<file path="src/rtl/wavp_pkg.sv">
// ============================================================================
// wavp_pkg
// Shared constants, tag lookup and controller/datapath interface types for
// the WAV header and sample parser.
// ============================================================================
package wavp_pkg;

  localparam logic [5:0] HDR_LEN  = 6'd44;
  localparam logic [5:0] HDR_LAST = 6'd43;

  // header status codes
  localparam logic [3:0] STAT_OK       = 4'd0;
  localparam logic [3:0] STAT_RIFF     = 4'd1;
  localparam logic [3:0] STAT_WAVE     = 4'd2;
  localparam logic [3:0] STAT_FMT      = 4'd3;
  localparam logic [3:0] STAT_FMT_SIZE = 4'd4;
  localparam logic [3:0] STAT_NOT_PCM  = 4'd5;
  localparam logic [3:0] STAT_DATA     = 4'd6;
  localparam logic [3:0] STAT_RATE     = 4'd7;
  localparam logic [3:0] STAT_ALIGN    = 4'd8;
  localparam logic [3:0] STAT_CHAN     = 4'd9;

  localparam logic KIND_STATUS = 1'b0;
  localparam logic KIND_SAMPLE = 1'b1;

  localparam logic [31:0] FMT_SIZE_PCM = 32'd16;
  localparam logic [15:0] FORMAT_PCM   = 16'd1;
  localparam logic [15:0] MAX_CHAN     = 16'd2;

  // commands from controller to datapath
  typedef struct packed {
    logic accept;
    logic mul1;
    logic mul2;
    logic chk;
  } cmd_t;

  // status from datapath to controller
  typedef struct packed {
    logic hdr_last;
    logic smp_done;
  } dp_stat_t;

  // "RIFF", "WAVE", "fmt ", "data"
  function automatic logic [7:0] tag_char(input logic [3:0] idx);
    logic [7:0] c;
    case (idx)
      4'd0:    c = 8'h52;
      4'd1:    c = 8'h49;
      4'd2:    c = 8'h46;
      4'd3:    c = 8'h46;
      4'd4:    c = 8'h57;
      4'd5:    c = 8'h41;
      4'd6:    c = 8'h56;
      4'd7:    c = 8'h45;
      4'd8:    c = 8'h66;
      4'd9:    c = 8'h6D;
      4'd10:   c = 8'h74;
      4'd11:   c = 8'h20;
      4'd12:   c = 8'h64;
      4'd13:   c = 8'h61;
      4'd14:   c = 8'h74;
      4'd15:   c = 8'h61;
      default: c = 8'h00;
    endcase
    return c;
  endfunction

endpackage

</file>
<file path="src/rtl/wavp_ctrl.sv">
// ============================================================================
// wavp_ctrl
// Sequencer: byte intake, header check multiply steps and result beat.
// ============================================================================
module wavp_ctrl (
  input  logic              clk,
  input  logic              rst,
  input  logic              in_valid,
  output logic              in_stall,
  output logic              out_valid,
  input  logic              out_stall,
  input  wavp_pkg::dp_stat_t dp_stat,
  output wavp_pkg::cmd_t    cmd
);

  typedef enum logic [2:0] {
    S_IN,
    S_MUL1,
    S_MUL2,
    S_CHK,
    S_OUT
  } state_t;

  state_t state;
  logic   accept;

  assign accept    = in_valid && (state == S_IN);
  assign in_stall  = (state != S_IN);
  assign out_valid = (state == S_OUT);

  always_comb begin
    cmd.accept = accept;
    cmd.mul1   = (state == S_MUL1);
    cmd.mul2   = (state == S_MUL2);
    cmd.chk    = (state == S_CHK);
  end

  always_ff @(posedge clk) begin
    if (rst) begin
      state <= S_IN;
    end else begin
      case (state)
        S_IN: begin
          if (accept && dp_stat.hdr_last) begin
            state <= S_MUL1;
          end else if (accept && dp_stat.smp_done) begin
            state <= S_OUT;
          end
        end
        S_MUL1: state <= S_MUL2;
        S_MUL2: state <= S_CHK;
        S_CHK:  state <= S_OUT;
        S_OUT: begin
          if (!out_stall) begin
            state <= S_IN;
          end
        end
        default: state <= S_IN;
      endcase
    end
  end

endmodule

</file>
<file path="src/rtl/wavp_datapath.sv">
// ============================================================================
// wavp_datapath
// Header byte capture, tag compare, check multipliers, sample assembly and
// the result register.
// ============================================================================
module wavp_datapath (
  input  logic               clk,
  input  logic               rst,
  input  logic [7:0]         byte_in,
  input  logic               start_req,
  input  wavp_pkg::cmd_t     cmd,
  output wavp_pkg::dp_stat_t dp_stat,
  output logic               kind,
  output logic [3:0]         status,
  output logic [15:0]        num_chan,
  output logic [31:0]        rate_hz,
  output logic [15:0]        sample_bits,
  output logic [31:0]        data_len,
  output logic [15:0]        chan_index,
  output logic signed [31:0] pcm_value,
  output logic               last
);

  // header state
  logic [5:0]        pos;
  logic [3:0]        tag_flags;
  logic [19:0][7:0]  fmt_bytes;
  logic [3:0][7:0]   size_bytes;

  // check products
  logic [31:0] prod_cb;
  logic [63:0] prod_all;
  logic [18:0] frame_len;

  // data phase state
  logic        frame_ok;
  logic [31:0] rem;
  logic [31:0] acc;
  logic [1:0]  bis;
  logic [15:0] chan_cnt;

  // decoded header fields
  logic [31:0] fmt_size;
  logic [15:0] format;
  logic [31:0] bytes_per_sec;
  logic [15:0] align;
  logic [12:0] nb;

  // per-byte combinational
  logic [5:0]  pos_eff;
  logic [3:0]  tag_eff;
  logic [3:0]  tag_next;
  logic        in_hdr;
  logic [5:0]  off;
  logic [3:0]  tag_idx;
  logic [1:0]  tag_sel;
  logic        is_tag;
  logic        frame_start;
  logic        use_byte;
  logic        smp_end;
  logic [31:0] rem_dec;
  logic [31:0] acc_mrg;
  logic [31:0] sext;
  logic [16:0] chan_inc;
  logic [3:0]  stat_calc;

  assign fmt_size      = {fmt_bytes[3], fmt_bytes[2], fmt_bytes[1], fmt_bytes[0]};
  assign format        = {fmt_bytes[5], fmt_bytes[4]};
  assign num_chan      = {fmt_bytes[7], fmt_bytes[6]};
  assign rate_hz       = {fmt_bytes[11], fmt_bytes[10], fmt_bytes[9], fmt_bytes[8]};
  assign bytes_per_sec = {fmt_bytes[15], fmt_bytes[14], fmt_bytes[13], fmt_bytes[12]};
  assign align         = {fmt_bytes[17], fmt_bytes[16]};
  assign sample_bits   = {fmt_bytes[19], fmt_bytes[18]};
  assign data_len      = {size_bytes[3], size_bytes[2], size_bytes[1], size_bytes[0]};
  assign nb            = sample_bits[15:3];

  // a start byte is taken as byte 0 of a fresh header
  assign pos_eff = start_req ? 6'd0 : pos;
  assign tag_eff = start_req ? 4'hF : tag_flags;
  assign in_hdr  = (pos_eff < wavp_pkg::HDR_LEN);
  assign off     = pos_eff - 6'd16;

  always_comb begin
    is_tag  = 1'b0;
    tag_idx = 4'd0;
    tag_sel = 2'd0;
    if (pos_eff < 6'd4) begin
      is_tag  = 1'b1;
      tag_idx = pos_eff[3:0];
      tag_sel = 2'd0;
    end else if (pos_eff >= 6'd8 && pos_eff < 6'd12) begin
      is_tag  = 1'b1;
      tag_idx = 4'(pos_eff - 6'd4);
      tag_sel = 2'd1;
    end else if (pos_eff >= 6'd12 && pos_eff < 6'd16) begin
      is_tag  = 1'b1;
      tag_idx = 4'(pos_eff - 6'd4);
      tag_sel = 2'd2;
    end else if (pos_eff >= 6'd36 && pos_eff < 6'd40) begin
      is_tag  = 1'b1;
      tag_idx = 4'(pos_eff - 6'd24);
      tag_sel = 2'd3;
    end
    tag_next = tag_eff;
    if (is_tag && (byte_in != wavp_pkg::tag_char(tag_idx))) begin
      tag_next[tag_sel] = 1'b0;
    end
  end

  // sample assembly
  assign frame_start = (bis == 2'd0) && (chan_cnt == 16'd0);
  assign use_byte    = !in_hdr && frame_ok && (!frame_start || (rem >= 32'(frame_len)));
  assign smp_end     = (({1'b0, bis} + 3'd1) == nb[2:0]);
  assign rem_dec     = rem - 32'd1;
  assign chan_inc    = {1'b0, chan_cnt} + 17'd1;

  always_comb begin
    acc_mrg = acc;
    acc_mrg[{bis, 3'b000} +: 8] = byte_in;
  end

  always_comb begin
    case (nb[2:0])
      3'd1:    sext = {{24{acc_mrg[7]}}, acc_mrg[7:0]};
      3'd2:    sext = {{16{acc_mrg[15]}}, acc_mrg[15:0]};
      3'd3:    sext = {{8{acc_mrg[23]}}, acc_mrg[23:0]};
      default: sext = acc_mrg;
    endcase
  end

  assign dp_stat.hdr_last = in_hdr && (pos_eff == wavp_pkg::HDR_LAST);
  assign dp_stat.smp_done = use_byte && smp_end;

  // later checks override earlier ones
  always_comb begin
    stat_calc = wavp_pkg::STAT_OK;
    if (!tag_flags[0]) stat_calc = wavp_pkg::STAT_RIFF;
    if (!tag_flags[1]) stat_calc = wavp_pkg::STAT_WAVE;
    if (!tag_flags[2]) stat_calc = wavp_pkg::STAT_FMT;
    if (fmt_size != wavp_pkg::FMT_SIZE_PCM) stat_calc = wavp_pkg::STAT_FMT_SIZE;
    if (format != wavp_pkg::FORMAT_PCM) stat_calc = wavp_pkg::STAT_NOT_PCM;
    if (!tag_flags[3]) stat_calc = wavp_pkg::STAT_DATA;
    if (prod_all[63:3] != {29'd0, bytes_per_sec}) stat_calc = wavp_pkg::STAT_RATE;
    if (prod_cb[31:3] != {13'd0, align}) stat_calc = wavp_pkg::STAT_ALIGN;
    if (num_chan > wavp_pkg::MAX_CHAN) stat_calc = wavp_pkg::STAT_CHAN;
  end

  // control state
  always_ff @(posedge clk) begin
    if (rst) begin
      pos       <= 6'd0;
      tag_flags <= 4'hF;
      frame_ok  <= 1'b0;
      rem       <= 32'd0;
      bis       <= 2'd0;
      chan_cnt  <= 16'd0;
    end else if (cmd.accept) begin
      if (in_hdr) begin
        pos       <= pos_eff + 6'd1;
        tag_flags <= tag_next;
        if (dp_stat.hdr_last) begin
          frame_ok <= (nb >= 13'd1) && (nb <= 13'd4) && (num_chan != 16'd0);
          rem      <= {byte_in, size_bytes[2], size_bytes[1], size_bytes[0]};
          bis      <= 2'd0;
          chan_cnt <= 16'd0;
        end
      end else if (use_byte) begin
        rem <= rem_dec;
        if (smp_end) begin
          bis      <= 2'd0;
          chan_cnt <= (chan_inc >= {1'b0, num_chan}) ? 16'd0 : chan_inc[15:0];
        end else begin
          bis <= bis + 2'd1;
        end
      end
    end
  end

  // payload
  always_ff @(posedge clk) begin
    if (cmd.accept && in_hdr) begin
      if (pos_eff >= 6'd16 && pos_eff < 6'd36) begin
        fmt_bytes[off[4:0]] <= byte_in;
      end
      if (pos_eff >= 6'd40) begin
        size_bytes[pos_eff[1:0]] <= byte_in;
      end
    end
    if (cmd.accept && use_byte) begin
      acc <= acc_mrg;
    end
    if (cmd.mul1) begin
      prod_cb   <= 32'(num_chan) * 32'(sample_bits);
      frame_len <= 19'(nb[2:0]) * 19'(num_chan);
    end
    if (cmd.mul2) begin
      prod_all <= 64'(prod_cb) * 64'(rate_hz);
    end
    if (cmd.chk) begin
      kind       <= wavp_pkg::KIND_STATUS;
      status     <= stat_calc;
      chan_index <= 16'd0;
      pcm_value  <= 32'sd0;
      last       <= 1'b0;
    end else if (cmd.accept && dp_stat.smp_done) begin
      kind       <= wavp_pkg::KIND_SAMPLE;
      status     <= wavp_pkg::STAT_OK;
      chan_index <= chan_cnt;
      pcm_value  <= signed'(sext);
      // flag only the closing sample of the final whole frame
      last       <= (chan_inc >= {1'b0, num_chan}) && (rem_dec < 32'(frame_len));
    end
  end

endmodule

</file>
<file path="src/rtl/wav_pcm_header_and_sample_parser.sv">
// ============================================================================
// wav_pcm_header_and_sample_parser
// Byte-wide WAV (RIFF/PCM) header check and interleaved sample decoder.
// ============================================================================
// Bytes arrive one per beat. The first 44 bytes form the canonical header; the
// 44th byte is followed by the S_MUL1, S_MUL2 and S_CHK states, in which the
// channel*bits and channel*rate*bits products are formed through two registered
// multiplier steps (16x16, then 32x32) and the nine checks are resolved, after
// which a single status beat is offered. A data byte that completes a sample
// holds the input until its sample beat is taken. Only whole frames within the
// data chunk size are decoded; a remaining-byte counter is checked against the
// frame size at every frame start. start_req on any byte restarts header
// parsing at that byte.
module wav_pcm_header_and_sample_parser (
  input  logic               clk,
  input  logic               rst,
  input  logic               in_valid,
  output logic               in_stall,
  input  logic [7:0]         byte_in,
  input  logic               start_req,
  output logic               out_valid,
  input  logic               out_stall,
  output logic               kind,
  output logic [3:0]         status,
  output logic [15:0]        num_chan,
  output logic [31:0]        rate_hz,
  output logic [15:0]        sample_bits,
  output logic [31:0]        data_len,
  output logic [15:0]        chan_index,
  output logic signed [31:0] pcm_value,
  output logic               last
);

  wavp_pkg::cmd_t     cmd;
  wavp_pkg::dp_stat_t dp_stat;

  wavp_ctrl u_ctrl (
    .clk       (clk),
    .rst       (rst),
    .in_valid  (in_valid),
    .in_stall  (in_stall),
    .out_valid (out_valid),
    .out_stall (out_stall),
    .dp_stat   (dp_stat),
    .cmd       (cmd)
  );

  wavp_datapath u_dp (
    .clk         (clk),
    .rst         (rst),
    .byte_in     (byte_in),
    .start_req   (start_req),
    .cmd         (cmd),
    .dp_stat     (dp_stat),
    .kind        (kind),
    .status      (status),
    .num_chan    (num_chan),
    .rate_hz     (rate_hz),
    .sample_bits (sample_bits),
    .data_len    (data_len),
    .chan_index  (chan_index),
    .pcm_value   (pcm_value),
    .last        (last)
  );

  // no byte is taken while a result beat is pending
  a_hold_in: assert property (@(posedge clk) disable iff (rst)
    out_valid |-> in_stall)
    else $error("input taken while result pending");

  // the final header byte yields a status beat after the check steps
  a_hdr_status: assert property (@(posedge clk) disable iff (rst)
    (in_valid && !in_stall && dp_stat.hdr_last) |->
      ##4 (out_valid && kind == wavp_pkg::KIND_STATUS))
    else $error("header status beat missing");

  // a sample beat carries an ok status
  a_smp_status: assert property (@(posedge clk) disable iff (rst)
    (out_valid && kind == wavp_pkg::KIND_SAMPLE) |-> (status == wavp_pkg::STAT_OK))
    else $error("sample beat with nonzero status");

endmodule

</file>
<file path="config.mk">
export PLATFORM = sky130hd
export DESIGN_NAME = wav_pcm_header_and_sample_parser
export DESIGN_NICKNAME = d
export VERILOG_FILES = /design/src/rtl/wavp_pkg.sv /design/src/rtl/wavp_ctrl.sv /design/src/rtl/wavp_datapath.sv /design/src/rtl/wav_pcm_header_and_sample_parser.sv
export SDC_FILE = /design/constraint.sdc
export NUM_CORES = 2
export LEC_CHECK = 0
export ABC_AREA = 1
export BUFFER_PORTS_ARGS = -buffer_cell sky130_fd_sc_hd__buf_2
export CORE_MARGIN = 4
export CORE_UTILIZATION = 45
export DETAILED_ROUTE_END_ITERATION = 8
export GPL_TIMING_DRIVEN = 0
export SLEW_MARGIN = 30
export SYNTH_ARGS = -nofsm -noshare
export SYNTH_HDL_FRONTEND = slang
export SYNTH_SLANG_ARGS = --single-unit
</file>
<file path="constraint.sdc">
create_clock -name clk -period 6.75 [get_ports clk]
set_clock_uncertainty 0.05 [all_clocks]
set_input_delay 0.675 -clock clk [delete_from_list [all_inputs] [get_ports clk]]
set_output_delay 0.675 -clock clk [all_outputs]
set_load 0.02 [all_outputs]
</file>
## Yosys cells after proc, flatten, opt, wreduce, memory -nomap -nowiden

Memory sizes are Yosys's and may differ from the RTL's.
Cells that the tools add are included.

- Memories: 1
- Memory bits (read-only): 112
- Bits in registers: 457
- Memory bits (writable): 0
- Output and inout port bits: 152
- Logic and storage cells: 188
- Bits in latches: 0

- Divide/modulo/power cells: 0
- Magnitude comparators: 23
- Reduce and logical (&&, ||, !) cells: 39
- Muxes and demuxes: 52
- Add/subtract/negate cells: 9
- Shifts and indexed selects: 2
- Bitwise gates (word level): 2
- Equality and inequality tests: 17
- Multiply operators: 3

Memories:

| name | words | width | rd ports | clocked after Yosys merged registers in | write ports | RTL line | source |
|---|---|---|---|---|---|---|---|
| (no name shown) | 16 | 7 | 1 | 0 | 0 | wavp_pkg.sv:47 | `case (idx)` |

Operators by type and width:

| kind | count |
|---|---|
| $bwmux 160 | 1 |
| $mux 32 | 3 |
| $pmux 32 s3 | 1 |
| $mux 16 | 5 |
| $bwmux 32 | 2 |
| $mul 32x32->64 | 1 |
| $ne 61x32->1 | 1 |
| $demux 8 s5 | 1 |
| $mux 4 | 10 |
| $ge 32x19->1 | 1 |
| $lt 32x19->1 | 1 |
| $mul 16x16->32 | 1 |
| $ne 32x5->1 const B | 1 |
| $shift 8x7->32 const A | 1 |
| $shiftx 8x7->32 | 1 |
| $sub 32x1->32 const B | 1 |
| $ne 29x16->1 | 1 |
| $logic_and 1x1->1 | 21 |
| $mux 3 | 7 |
| $mux 2 | 10 |
| $mul 3x16->19 | 1 |
| $lt 6x6->1 const B | 3 |
| $add 16x1->17 const B | 1 |
| $ge 17x16->1 | 1 |
| 48 further kinds | 70 |

## Depth between registers and ports, before layout

- Word-level depth: 14
- Gate-level depth with buffers: 33

## Cells and area by module

From an unflattened synthesis, not the netlist that was laid out.

- Cells, all modules: 7,757
- Area, all modules: 64,863.5 um^2

Modules (own cells, without submodules):

| module | instances | cells an instance | seq. area each (um^2) | area each (um^2) |
|---|---|---|---|---|
| wavp_datapath | 1 | 7,726 | 12,431.9 | 64,638.2 |
| wavp_ctrl | 1 | 31 | 60.1 | 225.2 |

## Worst setup path after synthesis

No wires, ideal clock.

- Kind: reg2reg
- Start point: register u_dp.prod_cb[25]
- End point: register u_dp.prod_all[60], data pin
- Buffers on the path: 2
- Arrival time: 6.469 ns
- Path slack: -0.031 ns
- Library setup time: 0.262 ns
- Cell stages (with the launch flop): 29
- Cell sequence: edfxtp_1 clkbuf_1 clkbuf_1 nand2_1 inv_1 fa_1 fa_1 inv_1 fa_1 fa_1 inv_1 fa_1 fa_1 fa_1 inv_1 fa_1 inv_1 ha_1 nand2_1 nor2_1 inv_1 nor2_1 inv_1 nor3_1 nand3_1 nand3_1 a21o_1 a21oi_1 xor2_1

- Longest elaborated chain between the ends: 1

RTL lines:

| element | RTL line | source |
|---|---|---|
| from (decl) | wavp_datapath.sv:31 | `logic [31:0] prod_cb;` |
| from (signal assigned) | wavp_datapath.sv:193 | `prod_cb <= 32'(num_chan) * 32'(sample_bits);` |
| $mul 32x32->64 | wavp_datapath.sv:197 | `prod_all <= 64'(prod_cb) * 64'(rate_hz);` |
| to (signal assigned) | wavp_datapath.sv:197 |  |
| to (decl) | wavp_datapath.sv:32 | `logic [63:0] prod_all;` |

No other way between the ends.
A chain may end at the register's enable or synchronous reset.

## Worst setup path in the final report

- Start point: register u_dp.fmt_bytes, in the netlist u_dp.rate_hz[29]
- End point: register u_dp.prod_all[60], data pin

- Longest elaborated chain between the ends: 1

RTL lines:

| element | RTL line | source |
|---|---|---|
| from (decl) | wavp_datapath.sv:27 | `logic [19:0][7:0] fmt_bytes;` |
| from (signal, indexed assignment) | wavp_datapath.sv:183 | `fmt_bytes[off[4:0]] <= byte_in;` |
| $mul 32x32->64 | wavp_datapath.sv:197 |  |

No other way between the ends.

==> run metrics <==
outcome finished, violations left; violated checks setup timing; cell depth of the worst setup path 24; area of the multi-input gates roughly 0.044 sq mm; Worst setup endpoint u_dp.prod_all[60]; Net Sw Power 0.00147 W; Core Util, Final 53.3%; WL per Instance around 24 um; met3 routed WL 21900 um; drt pass-1 iters 5; Top delay family on crit path adder cells; Critical R2R Launch u_dp.rate_hz[29]; Final Max Tran Viols 0; drt drc 0; flops & latches, synth around 450; Clock H-tree levels 2; gr ovfl total 0; uppermost layer routed met5; finished layout cell area 0.0754 sq mm; Post-synth EDFFs between 300 and 400; Flop pwr share 48.6%; Critical-path top delay cell fa_1; Worst EP arrival roughly 7.7 ns; Vias/cell 5.24; FF-to-FF path depth 24; vias in the first global route roughly 55000; Internal 0.00469 W; M1 WL ~91000 um; Final Hold Viols 0; full die area around 0.15 sq mm; Critical path origin u_dp.rate_hz[29]; Crit Path Class flop to flop; Post-Synthesis Net Count roughly 9000; die width 385 um; final std cells w/o fill roughly 10000; synthesized area about 0.064 sq mm; hold buffer count at cts 0; Layout area overhead 17.7%; clock latency on the worst-skew pair between 0.6 and 0.7 ns; Seq. cell area between 0.01 and 0.015 sq mm; Yosys warnings 0; antenna violations before repair 10; most frequent cells in the layout inv_1, nand2_1, fa_1, ha_1, buf_4; CP Data Required Time 7.08 ns; post-route ant nets 0; Period minus WS final 7.37 ns; Worst R2R End u_dp.prod_all[60]; total power just over 0.006 W; leakage power ~40 nW; Worst path max stage delay around 0.71 ns; CTS buffer count 50; Worst-Margin Slew roughly 0.97 ns; CTS tree yes; Final #Nets ~9700; Critical Path Start Type flop; Post-Place Cell Area between 0.06 and 0.07 sq mm; Clock Tree Root clkbuf_16; IO Port Bufs 164; placement row count ~140; Setup Total Neg Slack -15.91 ns; clk slew on worst S/H paths approximately 0.07 ns; clock power share a little under half; async set or reset register ratio after synthesis 0%; largest family of logic cells by synthesized area adder cells; Netlist cell types between 60 and 70; Synth Area in Simple Gates between 10% and 20%; layout cells sized above 1 ~16%; leading cell type in the layout, fill and taps excluded inv_1; met2 wire len roughly 110000 um; hpwl dp just under 200000 um; Tcrit/Tclk final 109%; Avg Inst Size Synth about 8.4 sq um; first-pass GRT wire length 354000 um; clk sinks about 450; buffer levels on the longest clock path 3; Adder-Cell Fraction of Synth Area a little over two fifths; max-cap violation count 0; Mapped Cells roughly 7600; sequential fraction of the synthesis area 19.5%; RSZ-0062 raised after global routing yes; mux cell area share after synthesis less than 1%; fillers around 13000; GRT Total Usage about a third; Setup-failing EPs final 40; drt first-iter violations around 4300; DR vias between 50000 and 60000; top_reg_cell synth edfxtp_1; CP Max Fanout 10; Power per Cell Area between 80 and 90 mW/mm^2; critical path capture point type flop; # IOs approximately 170; slew margin rel. between 30% and 40%; RePlAce Congestion 1.02; final worst setup slack -0.619 ns; Core Box Area between 0.1 and 0.15 sq mm; Comb pwr share between 4 and 5%; Switching Fraction a little under a quarter; Compound-Gate Fraction of Synth Area under 10%; Starting Density between 40% and 50%; WP buf/inv 5; Max VDD drop roughly 0.17 mV; Hold WC Path Type primary input to flop; XOR/XNOR Fraction of Synth Area 2.23%; Max Freq between 0.1 and 0.15 GHz; largest net degree at the start of global routing 33; critical-path cell list buf_4 > nand2_1 > fa_1 > fa_1 > inv_1 > fa_1 > fa_2 > fa_2 > fa_1 > fa_2 > fa_2 > ha_4 > nand2_4 > nor2_4 > inv_2 > nor2_4 > inv_2 > nor3_4 > buf_4 > nand2_4 > nand3_4 > a21o_4 > a21oi_2 > xor2_1; Routed WL 240000 um; cell count after placement 9672; Die Span Y between 300 and 400 um; R2R setup slack -0.62 ns
[through the flow]
stage	hold slack, ns	setup slack (ns)
2_1_floorplan	0.388	0.00376
4_1_cts	0.185	-0.535
6_report	0.218	-0.619
3_3_place_gp	0.397	-2.41
3_5_place_dp	0.414	-2.02
5_1_grt	0.227	-0.742
[synthesized netlist by cell type (34+ instances only)]
cell type | instances | area [sq um]
ha_1 | 454 | 5680
nand3_1 | 108 | 541
nor4_1 | 41 | 257
buf_4 | 66 | 495
fa_1 | 1105 | 22100
xor2_1 | 113 | 990
nor2_1 | 319 | 1200
nor3_1 | 34 | 170
inv_1 | 2109 | 7920
clkbuf_1 | 304 | 1140
xnor2_1 | 50 | 438
a21oi_1 | 235 | 1180
edfxtp_1 | 340 | 10200
nand2_1 | 1716 | 6440
o21ai_0 | 206 | 1030
dfxtp_1 | 114 | 2280
nand4_1 | 37 | 231
[flip-flops by register name, summed over array words and instances (netlist names), 19 cells and up]
register,cells
u_dp.prod_cb,32
u_dp.fmt_bytes,48
u_dp.data_len,32
u_dp.acc,32
u_dp.pcm_value,32
u_dp.rate_hz,32
u_dp.prod_all,61
u_dp.rem,32
u_dp.bytes_per_sec,32
u_dp.frame_len,19
[final cells by class]
type	count	area share, %
multi-input combinational	4641	58.4
sequential	454	16.6
inverter	2117	10.5
timing repair buffer	489	5.02
buffer	341	4.11
tap	1890	3.13
clock buffer	62	1.74
clock inverter	32	0.496
antenna	6	0.0199
[worst min path at each step]
stage,start,end,depth (start not counted)
floorplan,u_dp.frame_ok,u_dp.frame_ok,2
global placement,u_dp.kind,u_dp.kind,1
detailed placement,u_dp.kind,u_dp.kind,1
CTS,out_stall,u_ctrl.state[2],3
global route,out_stall,u_ctrl.state[2],3
finish,out_stall,u_ctrl.state[2],3
[cells by family (layout without fill, tap and decap cells)]
family          after synthesis  after routing
mux                           4              4
simple gates               2313           2313
xor+xnor                    163            163
compound gates              602            602
other cells                   0              6
flops                       454            454
fa+ha+maj                  1559           1559
buf+inv                    2509           3041
[per-layer routing]
layer / GRT usage, % / vias up
li1: - / 23300
met1: 41.3 / 26200
met2: 52.9 / 2495
met3: 5.83 / 629
met4: 17.0 / 2
met5: 0 / -
[timing repair]
| action | CTS | global route |
|---|---|---|
| gates cloned | 1 | 1 |
| pin swaps | 136 | 184 |
| gates resized for setup | 767 | 448 |
| setup buffers | 197 | 115 |
| endpoints found under the setup margin | 68 | 63 |
[power groups by stage]
| stage | clock network (W) | logic [W] | registers (W) |
|---|---|---|---|
| 2_1_floorplan | 0 | 0.000124 | 0.00305 |
| 3_3_place_gp | 0 | 0.000231 | 0.00305 |
| 3_5_place_dp | 0 | 0.000233 | 0.00305 |
| 4_1_cts | 0.00294 | 0.000269 | 0.00299 |
| 5_1_grt | 0.00303 | 0.000316 | 0.00299 |
| 6_report | 0.00287 | 0.000295 | 0.00299 |
[worst register-to-register path, stage by stage, from the launching register on]
cell and delay, ns:
edfxtp_1 0.58, buf_4 0.28, nand2_1 0.10, fa_1 0.71, fa_1 0.47, inv_1 0.09, fa_1 0.44, fa_2 0.57
fa_2 0.46, fa_1 0.49, fa_2 0.64, fa_2 0.49, ha_4 0.34, nand2_4 0.08, nor2_4 0.13, inv_2 0.06
nor2_4 0.12, inv_2 0.06, nor3_4 0.20, buf_4 0.16, nand2_4 0.05, nand3_4 0.11, a21o_4 0.17, a21oi_2 0.07
xor2_1 0.17
No activity file was read; power rests on OpenSTA's default activity.
